--- src/stbs_pkg.sv ---
package stbs_pkg;

   localparam int KEY_W      = 32;
   localparam int POS_W      = 5;
   localparam int COUNT_W    = 6;
   localparam int BOUND_W    = 7;
   localparam int COUNT_RST  = 32;

   typedef enum logic {
      CMD_WRITE  = 1'b0,
      CMD_SEARCH = 1'b1
   } cmd_type;

   typedef enum logic [1:0] {
      ST_IDLE,
      ST_PROBE,
      ST_HOLD
   } state_type;

   typedef struct packed {
      logic start;
      logic step;
      logic wr_en;
      logic in_probe;
      logic res_capture;
      logic out_load;
      logic out_sel_hold;
   } ctrl_cmd_type;

   typedef struct packed {
      logic empty;
      logic hit;
      logic more;
   } ctrl_status_type;

endpackage

--- src/stbs_ctrl.sv ---
module stbs_ctrl import stbs_pkg::*; (
   input  logic            clock,
   input  logic            reset,
   input  logic            req_valid,
   input  logic            req_cmd,
   output logic            req_ready,
   output logic            rsp_valid,
   input  logic            rsp_ready,
   input  ctrl_status_type status,
   output ctrl_cmd_type    cmd
);

   state_type state_ff, state_in;
   logic      rsp_valid_ff, rsp_valid_in;
   logic      out_free_w, finish_w;

   always_ff @(posedge clock) begin
      if (reset) begin
         state_ff     <= ST_IDLE;
         rsp_valid_ff <= 1'b0;
      end else begin
         state_ff     <= state_in;
         rsp_valid_ff <= rsp_valid_in;
      end
   end

   always_comb begin
      state_in   = state_ff;
      cmd        = '0;
      req_ready  = 1'b0;
      finish_w   = 1'b0;
      out_free_w = !rsp_valid_ff || rsp_ready;
      case (state_ff)
         ST_IDLE: begin
            req_ready = 1'b1;
            if (req_valid) begin
               if (req_cmd == CMD_SEARCH) begin
                  if (status.empty) begin
                     finish_w = 1'b1;
                  end else begin
                     cmd.start = 1'b1;
                     state_in  = ST_PROBE;
                  end
               end else begin
                  cmd.wr_en = 1'b1;
               end
            end
         end
         ST_PROBE: begin
            cmd.in_probe = 1'b1;
            cmd.step     = 1'b1;
            if (status.hit || !status.more) begin
               finish_w = 1'b1;
            end
         end
         ST_HOLD: begin
            if (out_free_w) begin
               cmd.out_load     = 1'b1;
               cmd.out_sel_hold = 1'b1;
               state_in         = ST_IDLE;
            end
         end
         default: begin
            state_in = ST_IDLE;
         end
      endcase
      if (finish_w) begin
         if (out_free_w) begin
            cmd.out_load = 1'b1;
            state_in     = ST_IDLE;
         end else begin
            cmd.res_capture = 1'b1;
            state_in        = ST_HOLD;
         end
      end
      if (cmd.out_load) begin
         rsp_valid_in = 1'b1;
      end else if (rsp_ready) begin
         rsp_valid_in = 1'b0;
      end else begin
         rsp_valid_in = rsp_valid_ff;
      end
   end

   assign rsp_valid = rsp_valid_ff;

`ifndef SYNTHESIS
   a_load_only_when_free: assert property (@(posedge clock) disable iff (reset)
      cmd.out_load |-> (!rsp_valid_ff || rsp_ready))
      else $error("result beat overwritten while stalled");

   a_write_no_result: assert property (@(posedge clock) disable iff (reset)
      (state_ff == ST_IDLE && req_valid && req_cmd == CMD_WRITE)
         |=> (state_ff == ST_IDLE && !(rsp_valid_ff && !$past(rsp_valid_ff))))
      else $error("write beat produced a result");

   a_hold_only_when_stalled: assert property (@(posedge clock) disable iff (reset)
      (state_ff != ST_HOLD && state_in == ST_HOLD) |-> (rsp_valid_ff && !rsp_ready))
      else $error("held result while output was free");

   a_hold_keeps_output: assert property (@(posedge clock) disable iff (reset)
      (state_ff == ST_HOLD) |-> rsp_valid_ff)
      else $error("hold state with empty output register");
`endif

endmodule

--- config.mk ---
export PLATFORM = sky130hd
export DESIGN_NAME = stbs_ctrl
export DESIGN_NICKNAME = d
export VERILOG_FILES = /design/src/stbs_pkg.sv /design/src/stbs_ctrl.sv
export SDC_FILE = /design/constraint.sdc
export NUM_CORES = 1
export LEC_CHECK = 0
export ABC_AREA = 1
export BUFFER_PORTS_ARGS = -buffer_cell sky130_fd_sc_hd__buf_2
export CORE_AREA = 10 10 47 49
export DETAILED_ROUTE_END_ITERATION = 7
export DIE_AREA = 0 0 57 59
export GPL_ROUTABILITY_DRIVEN = 0
export SYNTH_ARGS = -nofsm -noshare
export SYNTH_HDL_FRONTEND = slang
export SYNTH_SLANG_ARGS = --single-unit
--- constraint.sdc ---
create_clock -name clock -period 1.2 [get_ports clock]
set_clock_uncertainty 0.05 [all_clocks]
set_input_delay 0.18 -clock clock [delete_from_list [all_inputs] [get_ports clock]]
set_output_delay 0.18 -clock clock [all_outputs]
set_load 0.1 [all_outputs]
* After elaboration in Yosys (flattened, before gate mapping)
Index checks and enable logic that the tools add are counted.
Word-level totals: register bits 3, input port bits 8, output and inout bits 9
Cells by class: equal/unequal tests 7, mux-type cells 28, reduce and logical (&&, ||, !) cells 7
Operators with widths (count):
- 2-bit two-way mux | 9
- 1-bit two-way mux | 17
- 3-bit != test, second input constant | 4
- 2-bit one-hot mux with 3 select lines | 1
- 5-bit AND reduction | 1
- 2-bit by 1-bit == test with 1-bit output, second input constant | 1
- 2-bit == test, second input constant | 1
- 1-bit zero test | 2
- 2-bit zero test | 1
- 1-bit logical OR | 2
- 2-bit != test, second input constant | 1
- 1-bit one-hot mux with 2 select lines | 1
- 2-bit nonzero test | 1

* Logic depth before layout (Yosys ltp)
depth after elaboration 7, gate-level depth with buffers 7, gate-level depth less buffers 6

* Worst setup path before layout
Ideal clock, no wire load.
path kind flip-flop to output port, start point reg state_ff[1], end point out cmd[4] (netlist bit), data arrival time 3.297 ns, data required time 0.970 ns, path slack -2.327 ns, stages on the path, launching flop included 2, cells stage by stage dfxtp_1 > nor4_1
RTL lines:
- start: declaration | RTL line stbs_ctrl.sv:13 | state_type state_ff, state_in;
- start signal: assignment | RTL line stbs_ctrl.sv:22 | state_ff <= state_in;
- end: declaration | RTL line stbs_ctrl.sv:10 | output ctrl_cmd_type cmd

==> summary.txt <==
Critical path
  – Crit. End Element: output port
  – Critical-path cell list: inv_4 > nor2_4 > nand2_4 > a31oi_4 > buf_12
  – CP Max Fanout: 4
  – Worst Path Buf+Inv: 2
  – Crit-path max cell delay: 0.37 ns
  – CP arrival: 1.23 ns
  – CP max stage cell: dfxtp_4
  – Critical Path Source Type: flip-flop
  – Crit. path cell count: 5
  – R2R depth: 6
  – WP data required: 0.97 ns
  – Cell family with most CP delay: flip-flops
  – Kind of critical path: reg2out

Final layout
  – Ant diodes: 0
  – Layout area overhead: 178%
  – Layout cells sized above 1: 0.791
  – Non-Filler Instances: 83
  – Final core occ: 0.485
  – Post-layout net count: 76

Synth
  – Top-count cell post-synth: inv_1
  – Area leader, netlist: dfxtp_1
  – Top FF cell, synth: dfxtp_1
  – Compound-gate portion of the synthesized area: 0.0821
  – Syn_area_per_cell: 6.59 sq um
  – List of most frequent post-synthesis cells: inv_1, nand2_1, buf_4, dfxtp_1, nand2_2
  – Synthesized net count: 45
  – Mux contribution to synthesized area: 0
  – Mapped Cells: 37
  – FF+latch count, synth: 3
  – Top-area cell type share of the netlist area: 0.246
  – Post-synthesis cell type count: 17
  – Ys async rst share: 0
  – Simple-Gate Fraction of Synth Area: 0.421
  – EDFF count, synth: 0
  – Top cells by area, synth: dfxtp_1, inv_1, buf_4, nand2_1, nand2_2
  – Register area share after synthesis: 0.246
  – Syn Std Cell Area: 244 sq um
  – Synth Warn #: 0
  – Main combinational cell family by area after synthesis: simple AND/OR/NAND/NOR gates
  – Fraction of synthesized cell area in xor and xnor cells: 0
  – Post-synthesis adder-cell area fraction: 0

STA
  – PnR worst setup slack: -0.263 ns
  – Setup tns final: -1.62 ns
  – Final hold viol count: 0
  – Setup-failing EPs final: 8
  – RSZ-0062 raised after global routing: yes
  – Max Freq: 0.684 GHz
  – Period utilization: 1.22
  – Worst slew margin: 0.819
  – Fin crit period: 1.46 ns
  – Worst-margin pin slew: 0.270 ns
  – Pins Over Slew Limit: 0

Routing
  – Post-Route WL: 891 microns
  – DRT Pass-1 Iters: 2
  – Vias post-DR: 335
  – Avg WL per Cell: 10.7 microns
  – # DRC: 0
  – ANT nets after route: 0
  – Vias per cell: 4.04
  – Initial DRC count: 2

Run
  – Max Cap Viol: 0

Global routing
  – Global Route Usage Sum: 0.0527
  – Initial antenna violation count: 0
  – Grt ovf: 0
  – First-pass GRT wire length: 1.40 mm
  – Largest net degree at the start of global routing: 6
  – Vias in the first global route: 338

Power and ir drop
  – Clock network power share: 0.309
  – Sw Share: 0.397
  – Logic pwr share: 0.496
  – Power Dens Cells: 819 mW/mm^2
  – Switching pwr: 221 uW
  – Worst IR Drop VDD: 0.360 mV
  – Internal power: 336 uW
  – LEAKAGE: 0.000324 uW
  – Seq pwr share: 0.194

CTS
  – Clock buffer count from CTS: 3
  – Clk sink count: 3
  – Clk_lat worst skew: 0.23 ns
  – Clk root buf: clkbuf_4
  – Clock H-tree levels: 1
  – Clock tree from TritonCTS: yes
  – CTS max path bufs: 2
  – Clock slew at reported path FFs: 0.04 ns

Min path
  – Hold depth: 2
  – Worst hold path type: in2reg

Floorplanning
  – Site Rows: 14
  – Die area: 0.00336 sq mm
  – Die X-Extent: 57 microns
  – Initial Utilization: 0.174
  – I/O pins: 17
  – DIE HEIGHT: 59 microns
  – Core area: 0.00140 sq mm

Place
  – Hpwl dp: 675 microns
  – Dpl ws: -0.0361 ns
  – Cell count after placement: 74
  – Port-buffer cells: 16

Outcome
  – Status: complete, but fails checks
  – Failing checks: setup timing
-- sequential cells by signal, indices dropped and copies added, names as in the netlist --
register   cells
state_ff       2
rsp_valid      1
-- worst reg2reg max path, cell delays in order (launching register included) --
cell and delay (ns):
dfxtp_4 0.37, inv_4 0.05, nor2_4 0.14, buf_6 0.14, buf_4 0.10, nand3_2 0.08, a21oi_2 0.13
-- final timing paths --
path	startpoint	end	slack, ns
max	state_ff[0]	cmd[1]	-0.26
min	reset	state_ff[1]	0.10
max reg2reg	state_ff[0]	state_ff[0]	0.06
min reg2reg	state_ff[1]	state_ff[1]	0.52
-- cells in the final DEF, fill, tap and decap left out, drive strengths merged --
master	instances
a21oi	2
a31oi	1
buf	29
clkbuf	4
clkinv	1
clkinvlp	1
dfxtp	3
inv	8
nand2	9
nand3	2
nand4	2
nor2	4
nor4	1
-- logic make-up after synthesis --
| family | Yosys count |
|---|---|
| and+or+nand+nor | 18 |
| buffers and inverters | 13 |
| AOI/OAI and AO/OA | 3 |
| DFF | 3 |
-- layout make-up --
cell class | count | area, sq um
well taps | 16 | 20.0
multi-input cells | 21 | 189
flip-flops and latches | 3 | 71.3
repair buffers | 29 | 324
clock buffers | 4 | 26.3
inverters | 10 | 48.8
fillers | 138 | 722
-- timing repair --
action,CTS,global route
pin swaps,5,2
hold buffers,0,0
resized for setup,7,5
endpoints found under the hold margin,0,0
endpoints found under the setup margin,8,9
buffers inserted,4,3
-- power by group through the flow --
stage                     combinational [uW]  clock, uW  sequential, uW
after floorplan                          156          0             128
after global placement                   253          0             112
after detailed placement                 255          0             112
after CTS                                267        182             108
after global routing                     288        181             109
final                                    276        172             108
-- routing by layer --
layer,track usage,vias to the layer above,wire (microns)
li1,-,172,-
met1,0.0416,156,303
met2,0.102,7,535
met3,0.0193,0,52
met4,0.0403,0,0
met5,0,-,0
-- stage by stage --
step                hold WS, ns  total power [uW]  cell area [sq um]
finish                    0.101               556                679
floorplan                 0.185               284                340
global route              0.104               578                679
CTS                      0.0710               557                656
detailed placement        0.319               367                581
global placement          0.323               365                581
Power figures use the tool's default switching activity.
