[src/stbs_pkg.sv]
package stbs_pkg;

   localparam int KEY_W      = 32;
   localparam int POS_W      = 5;
   localparam int COUNT_W    = 6;
   localparam int BOUND_W    = 7;
   localparam int COUNT_RST  = 32;

   typedef enum logic {
      CMD_WRITE  = 1'b0,
      CMD_SEARCH = 1'b1
   } cmd_type;

   typedef enum logic [1:0] {
      ST_IDLE,
      ST_PROBE,
      ST_HOLD
   } state_type;

   typedef struct packed {
      logic start;
      logic step;
      logic wr_en;
      logic in_probe;
      logic res_capture;
      logic out_load;
      logic out_sel_hold;
   } ctrl_cmd_type;

   typedef struct packed {
      logic empty;
      logic hit;
      logic more;
   } ctrl_status_type;

endpackage

[src/stbs_datapath.sv]
module stbs_datapath import stbs_pkg::*; #(
   parameter int TABLE_DEPTH = 32
) (
   input  logic                    clock,
   input  logic                    reset,
   input  logic                    csr_wr_en,
   input  logic [COUNT_W-1:0]      csr_wr_data,
   input  logic [POS_W-1:0]        req_entry_position,
   input  logic signed [KEY_W-1:0] req_key_value,
   input  ctrl_cmd_type            cmd,
   output ctrl_status_type         status,
   output logic                    rsp_found,
   output logic [POS_W-1:0]        rsp_match_position
);

   localparam int IDX_W     = $clog2(TABLE_DEPTH);
   localparam int RD_EXT_W  = (IDX_W > BOUND_W) ? IDX_W : BOUND_W;
   localparam int WR_EXT_W  = (IDX_W > POS_W) ? IDX_W : POS_W;
   localparam int COUNT_CAP = (TABLE_DEPTH < 63) ? TABLE_DEPTH : 63;

   logic [KEY_W-1:0]          table_mem [TABLE_DEPTH];
   logic signed [KEY_W-1:0]   rd_data_ff;
   logic [COUNT_W-1:0]        entries_ff;
   logic signed [KEY_W-1:0]   key_ff;
   logic signed [BOUND_W-1:0] low_ff, high_ff, mid_ff;
   logic                      res_found_ff;
   logic [POS_W-1:0]          res_pos_ff;
   logic                      out_found_ff;
   logic [POS_W-1:0]          out_pos_ff;

   logic signed [BOUND_W-1:0] count_w, high0_w, mid0_w;
   logic signed [BOUND_W-1:0] new_low_w, new_high_w, new_mid_w, rd_mid_w;
   logic signed [BOUND_W:0]   sum_w;
   logic                      eq_w, lt_w, more_w;
   logic [RD_EXT_W-1:0]       rd_ext_w;
   logic [IDX_W-1:0]          rd_addr_w;
   logic [WR_EXT_W-1:0]       wr_ext_w;
   logic [IDX_W-1:0]          wr_addr_w;
   logic                      wr_ok_w;
   logic                      live_found_w;
   logic [POS_W-1:0]          live_pos_w;

   always_ff @(posedge clock) begin
      if (reset) begin
         entries_ff <= COUNT_W'(COUNT_RST);
      end else if (csr_wr_en) begin
         entries_ff <= csr_wr_data;
      end
   end

   always_comb begin
      if (32'(entries_ff) > COUNT_CAP) begin
         count_w = BOUND_W'(COUNT_CAP);
      end else begin
         count_w = BOUND_W'(entries_ff);
      end
      high0_w = count_w - BOUND_W'(1);
      mid0_w  = high0_w >>> 1;

      eq_w = (key_ff == rd_data_ff);
      lt_w = (key_ff < rd_data_ff);
      if (lt_w) begin
         new_low_w  = low_ff;
         new_high_w = mid_ff - BOUND_W'(1);
      end else begin
         new_low_w  = mid_ff + BOUND_W'(1);
         new_high_w = high_ff;
      end
      more_w    = (new_low_w <= new_high_w);
      sum_w     = {new_low_w[BOUND_W-1], new_low_w} + {new_high_w[BOUND_W-1], new_high_w};
      new_mid_w = BOUND_W'(sum_w >>> 1);

      rd_mid_w  = cmd.start ? mid0_w : new_mid_w;
      rd_ext_w  = RD_EXT_W'($unsigned(rd_mid_w));
      rd_addr_w = rd_ext_w[IDX_W-1:0];

      wr_ext_w  = WR_EXT_W'(req_entry_position);
      wr_addr_w = wr_ext_w[IDX_W-1:0];
      wr_ok_w   = (32'(req_entry_position) < TABLE_DEPTH);

      live_found_w = cmd.in_probe & eq_w;
      live_pos_w   = live_found_w ? mid_ff[POS_W-1:0] : '0;
   end

   assign status.empty = (count_w == '0);
   assign status.hit   = eq_w;
   assign status.more  = more_w;

   always_ff @(posedge clock) begin
      if (cmd.wr_en && wr_ok_w) begin
         table_mem[wr_addr_w] <= req_key_value;
      end
      rd_data_ff <= table_mem[rd_addr_w];
   end

   always_ff @(posedge clock) begin
      if (cmd.start) begin
         key_ff  <= req_key_value;
         low_ff  <= '0;
         high_ff <= high0_w;
         mid_ff  <= mid0_w;
      end else if (cmd.step) begin
         low_ff  <= new_low_w;
         high_ff <= new_high_w;
         mid_ff  <= new_mid_w;
      end
      if (cmd.res_capture) begin
         res_found_ff <= live_found_w;
         res_pos_ff   <= live_pos_w;
      end
      if (cmd.out_load) begin
         out_found_ff <= cmd.out_sel_hold ? res_found_ff : live_found_w;
         out_pos_ff   <= cmd.out_sel_hold ? res_pos_ff : live_pos_w;
      end
   end

   assign rsp_found          = out_found_ff;
   assign rsp_match_position = out_pos_ff;

endmodule

[config.mk]
export PLATFORM = sky130hd
export DESIGN_NAME = stbs_datapath
export DESIGN_NICKNAME = d
export VERILOG_FILES = /design/src/stbs_pkg.sv /design/src/stbs_datapath.sv
export SDC_FILE = /design/constraint.sdc
export NUM_CORES = 1
export LEC_CHECK = 0
export BUFFER_PORTS_ARGS = -buffer_cell sky130_fd_sc_hd__buf_2
export CELL_PAD_IN_SITES_DETAIL_PLACEMENT = 1
export CELL_PAD_IN_SITES_GLOBAL_PLACEMENT = 1
export CORE_MARGIN = 1.5
export CORE_UTILIZATION = 30
export CTS_BUF_LIST = sky130_fd_sc_hd__clkbuf_4
export CTS_CLUSTER_DIAMETER = 80
export DETAILED_ROUTE_END_ITERATION = 12
export GPL_TIMING_DRIVEN = 0
export PLACE_DENSITY = 0.6
export SLEW_MARGIN = 20
export SYNTH_ARGS = -nofsm -noshare
export SYNTH_HDL_FRONTEND = slang
export SYNTH_SLANG_ARGS = --single-unit
[constraint.sdc]
create_clock -name clock -period 5.5 [get_ports clock]
set_input_delay 0 -clock clock [delete_from_list [all_inputs] [get_ports clock]]
set_output_delay 0 -clock clock [all_outputs]
set_load 0.02 [all_outputs]
Word level (Yosys, flattened, before mapping)
Memories as Yosys holds them, arrays and structs flattened. A register that Yosys moved wholly into a read port is not among the register bits.
Index checks and enable logic that the tools add are counted.
{"block": "totals", "wordCells": 34, "inputBits": 53, "mem_bits_rw": 1024, "ff_bits": 71, "output_inout_bits": 9, "n_memories": 1}
{"memory": "table_mem", "depth": 32, "width": 32, "rd": 1, "rd_clocked_by_memory_dff": 1, "write_ports": 1, "line_no": "stbs_datapath.sv:21", "rtl": "logic [KEY_W-1:0] table_mem [TABLE_DEPTH];"}
{"block": "classes", "eq_ne": 1, "n_lt_le_gt_ge": 3, "addsub": 4, "n_bitwise": 1, "mux": 13, "n_reduce_logical": 2}
{"op": "7-bit two-way mux", "n": 6}
{"op": "32-bit == test", "n": 1}
{"op": "32-bit less-than comparator", "n": 1}
{"op": "5-bit two-way mux", "n": 3}
{"op": "7-bit by 7-bit adder with 8-bit output", "n": 1}
{"op": "7-bit by 2-bit adder with 7-bit output (second input constant)", "n": 1}
{"op": "7-bit less-or-equal comparator", "n": 1}
{"op": "7-bit zero test", "n": 1}
{"op": "6-bit by 1-bit subtractor with 7-bit output (second input constant)", "n": 1}
{"op": "7-bit by 2-bit subtractor with 7-bit output (second input constant)", "n": 1}
{"op": "6-bit greater-than comparator (second input constant)", "n": 1}
{"op": "6-bit two-way mux", "n": 1}
{"op": "1-bit two-way mux", "n": 3}
{"op": "2-bit nonzero test", "n": 1}
{"op": "1-bit bitwise AND", "n": 1}

Depth between registers and ports, before layout
{"block": "logic_depth", "ltp_word": 5, "depth_mapped": 28}

Least setup slack after synthesis
Ideal clock, no wire load.
{"block": "synth_timing", "path_type": "reg-to-reg", "startpoint": "register key_ff[13]", "endpoint": "register rd_data_ff[10], read port of table_mem", "required_time_ns": 5.413, "path_buffers": 7, "path_slack_ns": -0.175, "path_stages_with_launch": 26, "period_less_slack_ns": 5.675, "setup_time_ns": 0.087, "t_arrival_ns": 5.588, "cell_sequence": "edfxtp_1 ha_1 a21o_1 a21o_1 a2111o_1 o31ai_1 o2bb2ai_1 clkbuf_1 clkbuf_1 nor2_1 a21oi_1 ha_1 inv_1 fa_1 xor2_1 o21a_1 clkbuf_1 inv_2 clkbuf_1 clkbuf_1 clkbuf_1 clkbuf_1 nand2_1 a31oi_1 mux2i_1 a221oi_2"}
{"block": "synth_via", "elab_chain_len": 4, "elab_cells_between_ends": 5, "classes_between": "add/sub: 1; order compare: 1; mux: 3"}
{"element": "start: declaration", "line_no": "stbs_datapath.sv:24", "rtl": "logic signed [KEY_W-1:0] key_ff;"}
{"element": "start signal: assignment", "line_no": "stbs_datapath.sv:98", "rtl": "key_ff <= req_key_value;"}
{"element": "32-bit less-than comparator (*)", "line_no": "stbs_datapath.sv:61", "rtl": "lt_w = (key_ff < rd_data_ff);"}
{"element": "7-bit two-way mux", "line_no": "stbs_datapath.sv:62", "rtl": "if (lt_w) begin"}
{"element": "7-bit by 7-bit adder with 8-bit output (*)", "line_no": "stbs_datapath.sv:70", "rtl": "sum_w = {new_low_w[BOUND_W-1], new_low_w} + {new_high_w[BOUND_W-1], new_high_w};"}
{"element": "5-bit two-way mux (*)", "line_no": "stbs_datapath.sv:73", "rtl": "rd_mid_w = cmd.start ? mid0_w : new_mid_w;"}
{"element": "end: declaration", "line_no": "stbs_datapath.sv:22", "rtl": "logic signed [KEY_W-1:0] rd_data_ff;"}
Mark *: on every way between the ends. The rest lies on a longest branch, timed or not.
A chain may end at the register's enable or synchronous reset.

Worst setup path after layout
{"block": "layout_timing", "startpoint": "register key_ff[13]", "endpoint": "register rd_data_ff[1], read port of table_mem"}
Same word-level chain as after synthesis.

==> flow_metrics.env <==
export IMPL_period_share_pct=100.8
export IMPL_synthCells=3019
export IMPL_fin_crit_ns=5.542
export IMPL_utilization_pct=38.28
export IMPL_drcViolationCount=0
export IMPL_die_x_um=393.7
export IMPL_cts_tree="done"
export IMPL_ys_warn_count=0
export IMPL_cp_start_kind="register"
export IMPL_path_max_fanout=7
export IMPL_areaGrowthSynthToFinish_pct=26.84
export IMPL_ios=62
export IMPL_finish_instance_area_mm2=0.05808
export IMPL_numCtsBuffers=310
export IMPL_fin_worst_skew_ns=0.1045
export IMPL_cts_max_level=5
export IMPL_synth_area_leaders="edfxtp_1 (71%), nand2_1 (4.2%), a211oi_1 (3.2%), mux4_2 (3.1%), mux2i_1 (2.4%)"
export IMPL_yosysUniqueCellTypes=63
export IMPL_via_per_inst=4.999
export IMPL_synth_top_flop_cell="edfxtp_1"
export IMPL_async_flop_share_pct=0
export IMPL_worstPathArrival_ns=6.60
export IMPL_first_pass_iters=5
export IMPL_slew_violations=0
export IMPL_yosys_top_cells_count="edfxtp_1 (1082), nand2_1 (509), a211oi_1 (194)"
export IMPL_drv_cap=0
export IMPL_insertion_delay_ns=1.26
export IMPL_totalWireLength_um=148200
export IMPL_ant_nets=0
export IMPL_yosys_area_top_type_share_pct=70.95
export IMPL_yosysTopAreaCell="edfxtp_1"
export IMPL_layout_nets=3728
export IMPL_synth_edf_count=1082
export IMPL_wire_per_inst_um=25.28
export IMPL_whs_ns=0.2542
export IMPL_syn_area_mm2=0.04579
export IMPL_initial_utilization_pct=30.18
export IMPL_violations="setup timing"
export IMPL_min_path_type="input port to register"
export IMPL_tightest_slew_ns=1.090
export IMPL_clockBufferDepth=4
export IMPL_fmax_ghz=0.1805
export IMPL_seq_area_frac_synth_pct=72.92
export IMPL_yosysMostFrequentCell="edfxtp_1"
export IMPL_setup_viol=2
export IMPL_antenna_found_initial=11
export IMPL_rsz0062_at_grt="yes"
export IMPL_syn_nets=3123
export IMPL_die_area_mm2=0.1550
export IMPL_cts_root_buf="clkbuf_4"
export IMPL_required_ns=6.56
export IMPL_gr_usage_all_layers_pct=18.78
export IMPL_vias=29300
export IMPL_ys_seq_elements=1127
export IMPL_hold_viol_final=0
export IMPL_dr_first_iter_drc_count=1983
export IMPL_place_area_mm2=0.05020
export IMPL_grt_overflow_total=0
export IMPL_grt_pass1_vias=31010
export IMPL_setup_slack_ns=-0.04161
export IMPL_critical_path_class="register to register"
export IMPL_fill_cells=15740
export IMPL_slew_headroom_pct=27.31
export IMPL_rows=143
export IMPL_hpwl_um=95490
export IMPL_io_buffers=58
export IMPL_clk_pin_slew_worst_paths_ns=0.07
export IMPL_grt_max_degree=38
export IMPL_critPathCaptureType="register"
export IMPL_cts_sinks=1127
export IMPL_drive_gt1_share_pct=29.92
export IMPL_finalSetupTns_ns=-0.04703
export IMPL_core_area_mm2=0.1517
export IMPL_outcome="complete, but fails checks"
export IMPL_finalWeightedCongestion=0.8031
export IMPL_grt_pass1_wl_um=212700
export IMPL_avgSynthCellArea_um2=15.17
export IMPL_die_h_um=393.7
==> logic make-up after synthesis <==
logic type               count (synthesis)  synth area share (%)
flip-flops                            1127                 72.92
adder cells (fa/ha/maj)                 51                 1.410
buffers and inverters                  241                 2.221
multiplexers                           216                 6.607
AO/OA/AOI/OAI                          527                 8.238
AND/OR/NAND/NOR                        840                 8.276
XOR/XNOR                                17                0.3251
==> routing by layer <==
layer / vias up / part of all wire, % / global-route usage (%)
met3: 244 / 5.4 / 3.493
met5: - / 0.031 / 0
met4: 6 / 2.5 / 6.405
met2: 952 / 48 / 30.79
li1: 12970 / - / -
met1: 15130 / 44 / 24.94
==> layout by cell type, fill, tap and decap left out, types with 18 or more instances in the layout <==
| cell type | instances |
|---|---|
| dlygate4sd3_1 | 116 |
| edfxtp_1 | 1082 |
| nand3_1 | 39 |
| mux2_4 | 31 |
| buf_12 | 49 |
| clkbuf_1 | 18 |
| clkbuf_8 | 19 |
| a31oi_1 | 152 |
| dfxtp_1 | 45 |
| a21oi_1 | 45 |
| clkbuf_4 | 507 |
| a211oi_2 | 65 |
| mux4_2 | 64 |
| ha_1 | 46 |
| a221oi_2 | 30 |
| buf_4 | 50 |
| o21ai_0 | 34 |
| nor2_1 | 37 |
| buf_2 | 77 |
| clkbuf_2 | 36 |
| inv_1 | 45 |
| and2_1 | 148 |
| buf_16 | 42 |
| nor2_4 | 34 |
| mux2i_1 | 97 |
| clkinv_1 | 30 |
| nand2_1 | 509 |
| a211oi_1 | 125 |
==> area by class of cell <==
| type | instances | area (um^2) | share of cell area [%] |
|---|---|---|---|
| clock buffers | 468 | 3513 | 6.049 |
| repair buffers | 295 | 3801 | 6.544 |
| diodes | 11 | 27.53 | 0.04739 |
| flip-flops and latches | 1127 | 33390 | 57.49 |
| well taps | 2030 | 2540 | 4.373 |
| clock inverters | 40 | 257.7 | 0.4438 |
| inverters | 49 | 210.2 | 0.3619 |
| plain buffers | 190 | 1710 | 2.945 |
| multi-input cells | 1651 | 12630 | 21.74 |
==> worst paths after layout <==
kind,startpoint,endpoint,slack [ns],depth (start not counted)
worst max-delay path,key_ff[13],rd_data_ff[1],-0.04,27
worst min-delay path,req_key_value[6],table_mem[19][6],0.25,4
worst max register to register,key_ff[13],rd_data_ff[1],-0.04,27
worst min register to register,low_ff[5],low_ff[5],0.50,2
==> flip-flops by register name (all words and copies together) (netlist names) <==
signal / count
res_pos_ff: 5
entries_ff: 6
res_found_ff: 1
high_ff: 7
rd_data_ff: 32
table_mem: 1024
low_ff: 7
mid_ff: 7
rsp_match_position: 5
rsp_found: 1
key_ff: 32
==> stage by stage <==
step	worst slack, ns	std cells
3_5_place_dp	-3.528	5158
5_1_grt	-0.1919	5861
2_1_floorplan	0.009043	3019
3_3_place_gp	-4.074	5107
6_report	-0.04161	5861
4_1_cts	-0.01184	5838
==> worst max-delay path, stage by stage, from the launching register on <==
cell	delay, ns
edfxtp_1	0.42
ha_4	0.24
nand4_1	0.10
buf_6	0.15
nor3_4	0.06
a2111o_1	0.49
o31ai_4	0.32
o2bb2ai_4	0.18
buf_8	0.16
clkbuf_16	0.16
nor2_4	0.04
a21oi_4	0.15
ha_4	0.17
inv_2	0.04
fa_2	0.35
xor2_1	0.15
o21a_2	0.28
clkbuf_16	0.21
clkinv_16	0.06
clkbuf_16	0.15
buf_12	0.16
clkbuf_16	0.17
and2_4	0.14
a211oi_2	0.04
a31oi_1	0.18
mux2i_1	0.11
mux2_4	0.32
a221oi_4	0.31
==> timing repair <==
action | 4_1_cts | 5_1_grt
setup endpoints to repair | 40 | 33
buffers inserted | 23 | 9
hold buffers | 146 | 3
gates resized for setup | 373 | 201
pin swaps | 23 | 56
cloned | 4 | 2
hold endpoints to repair | 2150 | 32
Power is not shown: default switching activity piles up to over one toggle a cycle in this logic, so the estimate is an artifact.
